`src/sv/first_fit_block_allocator_unit_assert.svh`:
```
// ----------------------------------------------------------------------------
// first fit block allocator assertion macros
// concurrent assertion wrappers for the allocator rtl
// ----------------------------------------------------------------------------
`ifndef FIRST_FIT_BLOCK_ALLOCATOR_UNIT_ASSERT_SVH
`define FIRST_FIT_BLOCK_ALLOCATOR_UNIT_ASSERT_SVH

// same-cycle implication
`define FFBA_ASSERT_IMP(label, clk, rst_n, ante, cons, msg) \
	label: assert property (@(posedge clk) disable iff (!rst_n) (ante) |-> (cons)) \
		else $error(msg);

// next-cycle implication
`define FFBA_ASSERT_NXT(label, clk, rst_n, ante, cons, msg) \
	label: assert property (@(posedge clk) disable iff (!rst_n) (ante) |=> (cons)) \
		else $error(msg);

`endif

```
`src/sv/ffba_pkg.sv`:
```
// ----------------------------------------------------------------------------
// ffba_pkg
// shared types and constants of the first fit block allocator
// ----------------------------------------------------------------------------
`timescale 1ns / 1ps

package ffba_pkg;

	// heap address span in bits, the limit is clamped to 2**HEAP_ADDR_BITS
	localparam int HEAP_ADDR_BITS = 20;

	localparam int REQ_W   = 20;
	localparam int ADDR_W  = 20;
	localparam int LIMIT_W = 21;

	localparam logic [LIMIT_W-1:0] LIMIT_RESET = 21'h10_0000;

	typedef enum logic [2:0] {
		ST_OK      = 3'd0,
		ST_NULL    = 3'd1,
		ST_NOSPACE = 3'd2,
		ST_FULL    = 3'd3,
		ST_UNKNOWN = 3'd4
	} status_t;

	typedef enum logic {
		OP_ALLOC = 1'b0,
		OP_FREE  = 1'b1
	} op_t;

	// controller to datapath
	typedef struct packed {
		logic start;
		logic scan;
		logic commit;
		logic deliver;
	} ctl_t;

	// datapath to controller
	typedef struct packed {
		logic done;
	} sts_t;

endpackage

```
`src/sv/ffba_if.sv`:
```
// ----------------------------------------------------------------------------
// ffba channel interfaces
// valid/ready channels for requests, results and the limit register
// ----------------------------------------------------------------------------
`timescale 1ns / 1ps

interface ffba_cmd_if;
	logic                          valid;
	logic                          ready;
	ffba_pkg::op_t                 op;
	logic [ffba_pkg::REQ_W-1:0]    req_size;
	logic [ffba_pkg::ADDR_W-1:0]   free_addr;

	modport source (output valid, output op, output req_size, output free_addr, input ready);
	modport sink   (input valid, input op, input req_size, input free_addr, output ready);
endinterface

interface ffba_rsp_if;
	logic                          valid;
	logic                          ready;
	ffba_pkg::status_t             status;
	logic [ffba_pkg::ADDR_W-1:0]   addr;
	logic                          reused;
	logic                          released;

	modport source (output valid, output status, output addr, output reused,
		output released, input ready);
	modport sink   (input valid, input status, input addr, input reused,
		input released, output ready);
endinterface

interface ffba_cfg_if;
	logic                          valid;
	logic                          ready;
	logic [ffba_pkg::LIMIT_W-1:0]  heap_limit;

	modport source (output valid, output heap_limit, input ready);
	modport sink   (input valid, input heap_limit, output ready);
endinterface

```
`src/sv/ffba_controller.sv`:
```
// ----------------------------------------------------------------------------
// ffba_controller
// sequences accept, table scan, commit and result hand-over
// ----------------------------------------------------------------------------
`timescale 1ns / 1ps

module ffba_controller (
	input  logic           clk,
	input  logic           arst_n,
	input  logic           cmd_valid,
	output logic           cmd_ready,
	output logic           rsp_valid,
	input  logic           rsp_ready,
	input  ffba_pkg::sts_t sts,
	output ffba_pkg::ctl_t ctl
);

	typedef enum logic [1:0] {
		S_IDLE,
		S_SCAN,
		S_HOLD
	} state_t;

	state_t state_q;
	logic   out_valid_q;

	always_comb begin
		ctl.start   = (state_q == S_IDLE) && cmd_valid;
		ctl.scan    = (state_q == S_SCAN);
		ctl.commit  = (state_q == S_SCAN) && sts.done;
		ctl.deliver = (state_q == S_HOLD) && (!out_valid_q || rsp_ready);
	end

	assign cmd_ready = (state_q == S_IDLE);
	assign rsp_valid = out_valid_q;

	always_ff @(posedge clk or negedge arst_n) begin
		if (!arst_n) begin
			state_q     <= S_IDLE;
			out_valid_q <= 1'b0;
		end else begin
			unique case (state_q)
				S_IDLE: begin
					if (cmd_valid) state_q <= S_SCAN;
				end
				S_SCAN: begin
					if (sts.done) state_q <= S_HOLD;
				end
				S_HOLD: begin
					if (ctl.deliver) state_q <= S_IDLE;
				end
				default: state_q <= S_IDLE;
			endcase

			if (ctl.deliver) begin
				out_valid_q <= 1'b1;
			end else if (rsp_ready) begin
				out_valid_q <= 1'b0;
			end
		end
	end

endmodule

```
`src/sv/ffba_datapath.sv`:
```
// ----------------------------------------------------------------------------
// ffba_datapath
// block table memory, scan pipeline, break and count registers, results
// ----------------------------------------------------------------------------
`timescale 1ns / 1ps

module ffba_datapath #(
	parameter int MAX_BLOCKS     = 64,
	parameter int HEADER_BYTES   = 16
) (
	input  logic                          clk,
	input  logic                          arst_n,
	input  ffba_pkg::ctl_t                ctl,
	output ffba_pkg::sts_t                sts,
	input  ffba_pkg::op_t                 op,
	input  logic [ffba_pkg::REQ_W-1:0]    req_size,
	input  logic [ffba_pkg::ADDR_W-1:0]   free_addr,
	input  logic                          cfg_we,
	input  logic [ffba_pkg::LIMIT_W-1:0]  cfg_data,
	output ffba_pkg::status_t             status,
	output logic [ffba_pkg::ADDR_W-1:0]   addr,
	output logic                          reused,
	output logic                          released
);

	localparam int REQ_W   = ffba_pkg::REQ_W;
	localparam int ADDR_W  = ffba_pkg::ADDR_W;
	localparam int LIMIT_W = ffba_pkg::LIMIT_W;
	localparam int IDX_W   = (MAX_BLOCKS > 1) ? $clog2(MAX_BLOCKS) : 1;
	localparam int CNT_W   = $clog2(MAX_BLOCKS + 1);
	localparam int HDR_W   = $clog2(HEADER_BYTES + 1);
	localparam int NEED_W  = LIMIT_W + 2;

	localparam logic [HDR_W-1:0] HDR     = HDR_W'(HEADER_BYTES);
	localparam logic [CNT_W-1:0] CNT_MAX = CNT_W'(MAX_BLOCKS);
	localparam logic [32:0]      SPAN    = 33'(1) << ffba_pkg::HEAP_ADDR_BITS;

	typedef struct packed {
		logic               free;
		logic [REQ_W-1:0]   size;
		logic [LIMIT_W-1:0] start;
	} entry_t;

	entry_t mem [MAX_BLOCKS];

	ffba_pkg::op_t        op_q;
	logic [REQ_W-1:0]     req_q;
	logic [ADDR_W-1:0]    faddr_q;
	logic                 null_q;
	logic [CNT_W-1:0]     count_q;
	logic [LIMIT_W-1:0]   break_q;
	logic [LIMIT_W-1:0]   limit_q;
	logic [CNT_W-1:0]     rd_idx_q;
	logic                 vld_s1;
	logic [IDX_W-1:0]     idx_s1;
	entry_t               ent_s1;

	ffba_pkg::status_t    res_status_q;
	logic [ADDR_W-1:0]    res_addr_q;
	logic                 res_reused_q;
	logic                 res_released_q;
	ffba_pkg::status_t    status_q;
	logic [ADDR_W-1:0]    addr_q;
	logic                 reused_q;
	logic                 released_q;

	logic                 issue;
	logic                 match;
	logic                 hit;
	logic                 last;
	logic                 nospace;
	logic                 full;
	logic [LIMIT_W:0]     hit_payload;
	logic [LIMIT_W:0]     brk_payload;
	logic [LIMIT_W:0]     lim_eff;
	logic [NEED_W-1:0]    need;

	logic                 wr_en;
	logic [IDX_W-1:0]     wr_idx;
	entry_t               wr_data;
	logic                 grow;
	logic                 pop;
	ffba_pkg::status_t    n_status;
	logic [ADDR_W-1:0]    n_addr;
	logic                 n_reused;
	logic                 n_released;

	// one table read per cycle while scanning
	assign issue = ctl.scan && (rd_idx_q < count_q);

	assign hit_payload = {1'b0, ent_s1.start} + (LIMIT_W + 1)'(HDR);
	assign brk_payload = {1'b0, break_q} + (LIMIT_W + 1)'(HDR);

	always_comb begin
		if (op_q == ffba_pkg::OP_ALLOC) begin
			match = ent_s1.free && (ent_s1.size >= req_q);
		end else begin
			match = (hit_payload == (LIMIT_W + 1)'(faddr_q));
		end
	end

	assign hit  = vld_s1 && match;
	assign last = ((CNT_W'(idx_s1) + CNT_W'(1)) == count_q);

	// heap limit clamped to the address span
	always_comb begin
		if ({12'd0, limit_q} > SPAN) begin
			lim_eff = SPAN[LIMIT_W:0];
		end else begin
			lim_eff = {1'b0, limit_q};
		end
	end

	assign need    = NEED_W'(break_q) + NEED_W'(HDR) + NEED_W'(req_q);
	assign nospace = (need > NEED_W'(lim_eff));
	assign full    = (count_q >= CNT_MAX);

	assign sts.done = ctl.scan && (null_q || hit || (!vld_s1 && (rd_idx_q >= count_q)));

	always_comb begin
		wr_en      = 1'b0;
		wr_idx     = idx_s1;
		wr_data    = ent_s1;
		grow       = 1'b0;
		pop        = 1'b0;
		n_status   = ffba_pkg::ST_OK;
		n_addr     = '0;
		n_reused   = 1'b0;
		n_released = 1'b0;
		priority if (null_q) begin
			n_status = ffba_pkg::ST_NULL;
		end else if (op_q == ffba_pkg::OP_ALLOC) begin
			priority if (hit) begin
				wr_en        = 1'b1;
				wr_data.free = 1'b0;
				n_addr       = hit_payload[ADDR_W-1:0];
				n_reused     = 1'b1;
			end else if (nospace) begin
				n_status = ffba_pkg::ST_NOSPACE;
			end else if (full) begin
				n_status = ffba_pkg::ST_FULL;
			end else begin
				wr_en         = 1'b1;
				wr_idx        = count_q[IDX_W-1:0];
				wr_data.free  = 1'b0;
				wr_data.size  = req_q;
				wr_data.start = break_q;
				grow          = 1'b1;
				n_addr        = brk_payload[ADDR_W-1:0];
			end
		end else begin
			priority if (hit && last) begin
				pop        = 1'b1;
				n_released = 1'b1;
			end else if (hit) begin
				wr_en        = 1'b1;
				wr_data.free = 1'b1;
			end else begin
				n_status = ffba_pkg::ST_UNKNOWN;
			end
		end
	end

	// table memory and registered read
	always_ff @(posedge clk) begin
		if (ctl.commit && wr_en) begin
			mem[wr_idx] <= wr_data;
		end
		if (issue) begin
			ent_s1 <= mem[rd_idx_q[IDX_W-1:0]];
			idx_s1 <= rd_idx_q[IDX_W-1:0];
		end
	end

	// transaction fields and results
	always_ff @(posedge clk) begin
		if (ctl.start) begin
			op_q    <= op;
			req_q   <= req_size;
			faddr_q <= free_addr;
			null_q  <= (op == ffba_pkg::OP_ALLOC) ? (req_size == '0) : (free_addr == '0);
		end
		if (ctl.commit) begin
			res_status_q   <= n_status;
			res_addr_q     <= n_addr;
			res_reused_q   <= n_reused;
			res_released_q <= n_released;
		end
		if (ctl.deliver) begin
			status_q   <= res_status_q;
			addr_q     <= res_addr_q;
			reused_q   <= res_reused_q;
			released_q <= res_released_q;
		end
	end

	always_ff @(posedge clk or negedge arst_n) begin
		if (!arst_n) begin
			count_q  <= '0;
			break_q  <= '0;
			limit_q  <= ffba_pkg::LIMIT_RESET;
			rd_idx_q <= '0;
			vld_s1   <= 1'b0;
		end else begin
			vld_s1 <= issue;
			if (ctl.start) begin
				rd_idx_q <= '0;
			end else if (issue) begin
				rd_idx_q <= rd_idx_q + CNT_W'(1);
			end
			if (ctl.commit && grow) begin
				count_q <= count_q + CNT_W'(1);
				break_q <= need[LIMIT_W-1:0];
			end else if (ctl.commit && pop) begin
				count_q <= count_q - CNT_W'(1);
				break_q <= ent_s1.start;
			end
			if (cfg_we) begin
				limit_q <= cfg_data;
			end
		end
	end

	assign status   = status_q;
	assign addr     = addr_q;
	assign reused   = reused_q;
	assign released = released_q;

endmodule

```
`src/sv/first_fit_block_allocator_unit.sv`:
```
// ----------------------------------------------------------------------------
// first_fit_block_allocator_unit
// first fit heap allocator with a break pointer and a block table memory
// ----------------------------------------------------------------------------
//  channel  dir   payload                              handshake
//  cmd      in    op, req_size, free_addr              cmd.valid / cmd.ready
//  rsp      out   status, addr, reused, released       rsp.valid / rsp.ready
//  cfg      in    heap_limit                           cfg.valid / cfg.ready (always 1)
//
//  one transaction at a time: a null request ends its scan at once; any other request
//  scans the block table until a hit or its last entry, through the table's single read
//  port, one entry a cycle
//  reset clears block count, break and the handshake state, loads limit with LIMIT_RESET; table is not cleared
//  a result waiting in the output register only stalls the next one at hand-over
// ----------------------------------------------------------------------------
`timescale 1ns / 1ps
`include "first_fit_block_allocator_unit_assert.svh"

module first_fit_block_allocator_unit #(
	parameter int MAX_BLOCKS     = 64,
	parameter int HEADER_BYTES   = 16
) (
	input  logic         clk,
	input  logic         arst_n,
	ffba_cmd_if.sink     cmd,
	ffba_rsp_if.source   rsp,
	ffba_cfg_if.sink     cfg
);

	ffba_pkg::ctl_t ctl;
	ffba_pkg::sts_t sts;

	// limit register never back-pressures
	assign cfg.ready = 1'b1;

	// state machine: idle, table scan, result hand-over
	ffba_controller u_ctrl (
		.clk       (clk),
		.arst_n    (arst_n),
		.cmd_valid (cmd.valid),
		.cmd_ready (cmd.ready),
		.rsp_valid (rsp.valid),
		.rsp_ready (rsp.ready),
		.sts       (sts),
		.ctl       (ctl)
	);

	// table memory, scan compare, break arithmetic and result registers
	ffba_datapath #(
		.MAX_BLOCKS     (MAX_BLOCKS),
		.HEADER_BYTES   (HEADER_BYTES)
	) u_dp (
		.clk       (clk),
		.arst_n    (arst_n),
		.ctl       (ctl),
		.sts       (sts),
		.op        (cmd.op),
		.req_size  (cmd.req_size),
		.free_addr (cmd.free_addr),
		.cfg_we    (cfg.valid && cfg.ready),
		.cfg_data  (cfg.heap_limit),
		.status    (rsp.status),
		.addr      (rsp.addr),
		.reused    (rsp.reused),
		.released  (rsp.released)
	);

	// only one transaction in flight
	`FFBA_ASSERT_NXT(a_single_txn, clk, arst_n, cmd.valid && cmd.ready, !cmd.ready, "busy accept")

	// the scan stops once its outcome is committed
	`FFBA_ASSERT_NXT(a_scan_ends, clk, arst_n, ctl.commit, !ctl.scan, "scan after commit")

	// a new result only appears through a hand-over
	`FFBA_ASSERT_IMP(a_rsp_from_deliver, clk, arst_n, $rose(rsp.valid), $past(ctl.deliver),
		"result raised without hand-over")

endmodule
```
`src/flat_wrapper.sv`:
```
// flat-port wrapper written by rule: the top's interface ports become plain ports
module first_fit_block_allocator_unit_flat 
#(
	parameter int MAX_BLOCKS     = 64,
	parameter int HEADER_BYTES   = 16
)
  (clk, arst_n, cmd_valid, cmd_op, cmd_req_size, cmd_free_addr, cmd_ready, rsp_valid, rsp_status, rsp_addr, rsp_reused, rsp_released, rsp_ready, cfg_valid, cfg_heap_limit, cfg_ready);
  ffba_cmd_if cmd_i ();
  ffba_rsp_if rsp_i ();
  ffba_cfg_if cfg_i ();
  input  logic clk;
  input  logic arst_n;
  input wire logic [$bits(cmd_i.valid)-1:0] cmd_valid;
  input wire logic [$bits(cmd_i.op)-1:0] cmd_op;
  input wire logic [$bits(cmd_i.req_size)-1:0] cmd_req_size;
  input wire logic [$bits(cmd_i.free_addr)-1:0] cmd_free_addr;
  output wire logic [$bits(cmd_i.ready)-1:0] cmd_ready;
  output wire logic [$bits(rsp_i.valid)-1:0] rsp_valid;
  output wire logic [$bits(rsp_i.status)-1:0] rsp_status;
  output wire logic [$bits(rsp_i.addr)-1:0] rsp_addr;
  output wire logic [$bits(rsp_i.reused)-1:0] rsp_reused;
  output wire logic [$bits(rsp_i.released)-1:0] rsp_released;
  input wire logic [$bits(rsp_i.ready)-1:0] rsp_ready;
  input wire logic [$bits(cfg_i.valid)-1:0] cfg_valid;
  input wire logic [$bits(cfg_i.heap_limit)-1:0] cfg_heap_limit;
  output wire logic [$bits(cfg_i.ready)-1:0] cfg_ready;
  assign cmd_i.valid = cmd_valid;
  assign cmd_i.op = cmd_op;
  assign cmd_i.req_size = cmd_req_size;
  assign cmd_i.free_addr = cmd_free_addr;
  assign cmd_ready = cmd_i.ready;
  assign rsp_valid = rsp_i.valid;
  assign rsp_status = rsp_i.status;
  assign rsp_addr = rsp_i.addr;
  assign rsp_reused = rsp_i.reused;
  assign rsp_released = rsp_i.released;
  assign rsp_i.ready = rsp_ready;
  assign cfg_i.valid = cfg_valid;
  assign cfg_i.heap_limit = cfg_heap_limit;
  assign cfg_ready = cfg_i.ready;
  first_fit_block_allocator_unit #(.MAX_BLOCKS(MAX_BLOCKS), .HEADER_BYTES(HEADER_BYTES)) u_core (.clk(clk), .arst_n(arst_n), .cmd(cmd_i), .rsp(rsp_i), .cfg(cfg_i));
endmodule
```
`config.mk`:
```
export PLATFORM = sky130hd
export DESIGN_NAME = first_fit_block_allocator_unit_flat
export DESIGN_NICKNAME = d
export VERILOG_FILES = /design/src/sv/ffba_pkg.sv /design/src/sv/ffba_if.sv /design/src/sv/ffba_controller.sv /design/src/sv/ffba_datapath.sv /design/src/sv/first_fit_block_allocator_unit.sv /design/src/flat_wrapper.sv
export VERILOG_INCLUDE_DIRS = /design/src /design/src/sv
export SDC_FILE = /design/constraint.sdc
export NUM_CORES = 2
export LEC_CHECK = 0
export BUFFER_PORTS_ARGS = -buffer_cell sky130_fd_sc_hd__buf_2
export CORE_MARGIN = 1
export CORE_UTILIZATION = 47
export CTS_CLUSTER_DIAMETER = 40
export DETAILED_ROUTE_END_ITERATION = 10
export PLACE_DENSITY = 0.76
export SYNTH_ARGS = -nofsm -noshare
export SYNTH_HDL_FRONTEND = slang
export SYNTH_SLANG_ARGS = --single-unit
```
`constraint.sdc`:
```
create_clock -name clk -period 7.6 [get_ports clk]
set_input_delay 0.76 -clock clk [delete_from_list [all_inputs] [get_ports clk]]
set_output_delay 0.76 -clock clk [all_outputs]
set_load 0.01 [all_outputs]
```
# == Word-level counts from Yosys, hierarchy flattened ==
# Memory sizes are Yosys's and may differ from the RTL's. A register that Yosys moved wholly into a read port is not among the register bits.
# Index checks and enable logic that the tools add are counted.
# word_totals
ff_bits,158
mem_bits_rw,2688
inputBits,67
output_inout_bits,28
word_cells,120
n_memories,1
# memory_table
name,words,word_bits,rd,rd_ports_with_merged_regs,wr,line_no,rtl
u_core.u_dp.mem,64,42,1,1,1,ffba_datapath.sv:44,entry_t mem [MAX_BLOCKS];
# classes
addsub,8
order_cmp,6
n_eq_ne,7
muxes,53
n_reduce_logical,25
# op_table
operator,count
2-to-1 mux 42 bit,3
2-to-1 mux 41 bit,2
2-to-1 mux 21 bit,3
2-to-1 mux 20 bit,3
adder 21 x 5 -> 22 bit (second input constant),2
logical NOT 20 bit,2
2-to-1 mux 6 bit,5
2-to-1 mux 7 bit,4
adder 22 x 20 -> 23 bit,1
> comparator 23 x 22 -> 1 bit,1
2-to-1 mux 1 bit,23
equality test 22 x 20 -> 1 bit,1
> comparator 21 bit (second input constant),1
adder 20 x 5 -> 20 bit (second input constant),1
>= comparator 20 bit,1
adder 7 x 1 -> 7 bit (second input constant),2
logical AND 1 bit,12
2-to-1 mux 2 bit,6
2-to-1 mux 3 bit,3
adder 6 x 1 -> 7 bit (second input constant),1
equality test 7 bit,1
>= comparator 7 bit,1
>= comparator 7 bit (second input constant),1
< comparator 7 bit,1
12 further kinds,18

# == Logic depth before layout (Yosys ltp) ==
# depth
depth_word,11
ltp_mapped,31
ltp_nobuf,29

# == Modules after synthesis ==
# Synthesis repeated with hierarchy kept, for this count alone.
# unflattened
hier_cells,5104
hier_area_um2,114285.9
# modules_own_cells
module,n_inst,cells_per_inst,area_per_inst_um2
ffba_datapath,1,5087,114127.0
ffba_controller,1,15,147.6
first_fit_block_allocator_unit,1,2,11.3

# == Worst setup path after synthesis ==
# OpenSTA, ideal clock, no wires.
# synth_path
path_type,register to register
start,reg u_core.u_dp.req_q[1]
end,mem u_core.u_dp.mem[47][0] (netlist bit) (enable)
setup_ns,0.493
t_arrival_ns,7.784
required_time_ns,7.107
setup_slack_ns,-0.677
path_stages_with_launch,20
path_cell_list,edfxtp_1 > ha_1 > ha_1 > inv_1 > fa_1 > nor2b_1 > o2111ai_1 > and4_1 > o31a_1 > o31a_1 > xnor2_1 > ha_1 > nand4_1 > nor4_1 > a21oi_1 > a221oi_1 > o211ai_1 > a211oi_1 > nand2_2 > nor3_1
# synth_via
elab_chain_len,11
word_cells_on_any_way,24
classes_between,add/sub (1); order compare (2); mux (13); reduce/logical (8)
# synth_rtl
element,line_no,rtl
start: declaration,ffba_datapath.sv:47,logic [REQ_W-1:0] req_q;
start signal: assignment,ffba_datapath.sv:179,req_q <= req_size;
"parallel branches: the longest is 11 deep, another holds adder 22 x 20 -> 23 bit",-,
end: declaration,ffba_datapath.sv:44,
# Parallel ways; which one is timed is not known.

# == Final worst setup path ==
# layout_path
start,reg u_core.u_dp.req_q[1]
end,mem u_core.u_dp.mem[23][12] (netlist bit) (enable)
# Same word-level chain as after synthesis.

==> impl_metrics.csv <==
group,metric,value,unit
run_status,outcome,"finished clean",
power_and_ir_drop,clock_power_share,30.8,%
cts,cts_buffers,368,
yosys,netlist_area,113000,µm²
cells_and_area,num-fill-cells,16700,
critical_path,critical_path_class,"reg -> reg",
global_route,antenna_found_initial,27,
critical_path,crit_buf_inv,3,
power_and_ir_drop,swShare,32.4,%
cells_and_area,final_cells,8844,
cts,holdBufCountCts,32,
yosys,ys_types,71,
critical_path,critPathMaxFanout,42,
routing,drc,0,
cts,clk_pin_slew,0.05,ns
sta,worst_slew_pin_slew,1.30,ns
yosys,async_reset_ff_share,2.08,%
cts,clock_path_buffers,4,
critical_path,cp.required,8.15,ns
power_and_ir_drop,power_switching,0.0181,W
die,die_area,243000,µm²
routing,drt_iter0_drc,8164,
routing,wirelength,292000,µm
sta,hold_violations,0,
cts,cts_tree,"built",
cells_and_area,drive_above_1_share,33.3,%
critical_path,critical-path-slowest-cell,"a41oi_2",
cts,cts-root-buf,"clkbuf_16",
routing,first_pass_iters,8,
power_and_ir_drop,power_density,422,nW/µm²
critical_path,cpMostUsedCell,"ha_1",
cells_and_area,final_cell_area,132000,µm²
yosys,synthFlopType,"edfxtp_1",
die,die_w,493,µm
critical_path,cp.arrival,7.54,ns
cells_and_area,fin_nets,5562,
yosys,syn_inst,4957,
sta,rsz0062_at_grt,"false",
sta,setup_ws,0.617,ns
power_and_ir_drop,irDropWorstVdd,0.000532,V
global_route,grt_pass1_wl,420000,µm
cts,cts_resized,0,
sta,setup_viol,0,
cells_and_area,final_common_cell,"edfxtp_1",
global_route,grt_pass1_vias,57300,
yosys,synth_area_per_cell,22.9,µm²
flow_run,maxCapViolCount,0,
die,start_util,47.5,%
die,io_pins,95,
global_route,grt.total_usage,24.0,%
critical_path,critPathLaunchType,"flop",
global_route,gr-total-overflow,0,
power_and_ir_drop,power_frac_seq,41.9,%
yosys,synth_edf_count,2828,
sta,min_period_over_period,91.9,%
routing,via_per_inst,6.39,
die,die_h,493,µm
sta,slew_headroom,13.1,%
placement,numPortBuffers,93,
sta,fmax,143,MHz
yosys,synthesis.nets,5123,
sta,holdWs,0.00477,ns
die,rows,179,
sta,maxSlewViolCount,0,
power_and_ir_drop,share_comb_of_total_power,27.3,%
cts,clkSinkCount,2888,
power_and_ir_drop,p_leak,41.2,nW
cells_and_area,synthToLayoutAreaGrowth,16.5,%
yosys,yosysWarnings,0,
global_route,grt_max_degree,154,
cts,cts_setup_buffers,0,
critical_path,crit_chain,"ha_1, ha_1, inv_1, fa_1, nor2b_1, o2111ai_1, and4_1, o31a_1, o31a_1, xnor2_1, ha_1, nand4_1, nor4_1, a21oi_1, a221oi_1, o211ai_1, nor2_2, buf_4, a41oi_2, nor3_2, buf_12",
critical_path,end_kind,"flop",
cells_and_area,layout_common_cells,"edfxtp_1 (2828), mux4_2 (882), clkbuf_16 (376)",
routing,antenna_left,0,
min_path,worst_hold_path_type,"in -> async",
yosys,ys_seq_elements,2888,
sta,layout_min_cycle_time,6.98,ns
placement,hpwl,162000,µm
cts,insertion_delay,0.96,ns
critical_path,slowest_delay,0.60,ns
sta,skew,0.0778,ns
placement,place_inst,8161,
placement,routabilityCongestion,0.910,
placement,placed_area,120000,µm²
yosys,synth-seq-area-share,76.2,%
power_and_ir_drop,power.internal,0.0377,W
routing,vias,56500,
placement,place_ws,0.906,ns
die,core,239000,µm²
cts,h-tree-depth,5,
routing,wl_per_cell,33.0,µm
critical_path,critPathTopFamily,"compound AO/OA/AOI/OAI gates",
[cell type report]
| cell class | instances | area (µm²) | area share (%) |
|---|---|---|---|
| well taps | 3167 | 3960 | 3.00 |
| flip-flops and latches | 2888 | 86400 | 65.4 |
| clock buffers | 421 | 9600 | 7.27 |
| diodes | 1 | 2.50 | 0.00189 |
| multi-input cells | 1744 | 26700 | 20.2 |
| inverters | 76 | 285 | 0.216 |
| clock inverters | 229 | 2430 | 1.84 |
| repair buffers | 318 | 2690 | 2.03 |
[flip-flops by register name (all words and copies together), names as in the netlist, 2 cells and up]
name and flops:
u_core.u_dp.ent_s1 42, u_core.u_dp.limit_q 21, u_core.u_dp.addr 20, u_core.u_dp.count_q 7
u_core.u_dp.status 3, u_core.u_dp.faddr_q 20, u_core.u_dp.req_q 20, u_core.u_dp.break_q 21
u_core.u_dp.mem 2688, u_core.u_dp.res_addr_q 20, u_core.u_dp.rd_idx_q 7, u_core.u_dp.res_status_q 3
u_core.u_dp.idx_s1 6, u_core.u_ctrl.state_q 2
[metal layers]
| metal | share of wire (%) | vias up | routed length (µm) | track usage [%] |
|---|---|---|---|---|
| met2 | 49 | 3932 | 144000 | 39.0 |
| met1 | 38 | 30000 | 110000 | 33.0 |
| met3 | 10 | 530 | 29100 | 4.66 |
| met4 | 3.0 | 18 | 8770 | 7.38 |
| met5 | 0.045 | - | 130 | 0 |
| li1 | - | 22100 | - | - |
[power by group through the flow]
stage / Clock (W) / Sequential (W) / Combinational (W)
floorplan: 0 / 0.0238 / 0.00886
global placement: 0 / 0.0236 / 0.0143
detailed placement: 0 / 0.0237 / 0.0148
CTS: 0.0173 / 0.0233 / 0.0151
global route: 0.0179 / 0.0234 / 0.0160
finish: 0.0172 / 0.0234 / 0.0152
[cell families (layout without fill, tap and decap cells)]
group,Yosys count,count (layout),synth area share [%]
and+or+nand+nor,387,387,1.62
AOI/OAI and AO/OA,263,263,1.50
buffers and inverters,325,1044,1.09
DFF,2888,2888,76.2
adders and majority gates,99,99,1.11
muxes,913,913,17.8
other,1,2,0.00331
xor gates and xnor gates,81,81,0.626
[synthesized netlist by cell type, types with 8 or more instances]
| library cell | number | share of area [%] |
|---|---|---|
| a2111oi_0 | 8 | 0.062 |
| a21oi_1 | 60 | 0.26 |
| clkbuf_1 | 167 | 0.55 |
| nor2b_1 | 15 | 0.083 |
| a21o_1 | 19 | 0.13 |
| nand2_1 | 116 | 0.38 |
| o211ai_1 | 9 | 0.060 |
| buf_1 | 73 | 0.24 |
| o21a_1 | 9 | 0.060 |
| nor4_1 | 25 | 0.14 |
| nand4_1 | 16 | 0.088 |
| mux2_2 | 21 | 0.21 |
| mux2i_1 | 10 | 0.088 |
| o21ai_0 | 67 | 0.30 |
| nand3_1 | 34 | 0.15 |
| o22ai_1 | 28 | 0.15 |
| edfxtp_1 | 2828 | 75 |
| a211oi_1 | 14 | 0.093 |
| nor2_1 | 101 | 0.33 |
| ha_1 | 97 | 1.1 |
| xnor2_1 | 53 | 0.41 |
| xor2_1 | 28 | 0.22 |
| mux4_2 | 882 | 18 |
| inv_1 | 75 | 0.25 |
| nor3_1 | 37 | 0.16 |
| dfrtp_1 | 59 | 1.3 |
[through the flow]
stage	power, W	util (%)	TNS (ns)
3_5_place_dp	0.0384	50.1	0
6_report	0.0558	55.3	0
3_3_place_gp	0.0379	50.1	0
4_1_cts	0.0558	55.3	0
5_1_grt	0.0574	55.3	0
2_1_floorplan	0.0326	-	-225.68
[worst paths after layout]
kind,start,to,slack [ns],cells after the start
worst max register to register,u_core.u_dp.req_q[1],u_core.u_dp.mem[23][12],0.62,21
max in group asynchronous,arst_n,u_core.u_dp.rd_idx_q[5],6.91,2
min in group clk,cmd_req_size[2],u_core.u_dp.req_q[2],0.05,1
worst min register to register,u_core.u_dp.res_reused_q,u_core.u_dp.reused,0.42,0
worst max-delay path,u_core.u_dp.req_q[1],u_core.u_dp.mem[23][12],0.62,21
worst min-delay path,arst_n,u_core.u_dp.limit_q[5],0.005,2
Note: power is estimated with default switching activity, not from simulation.
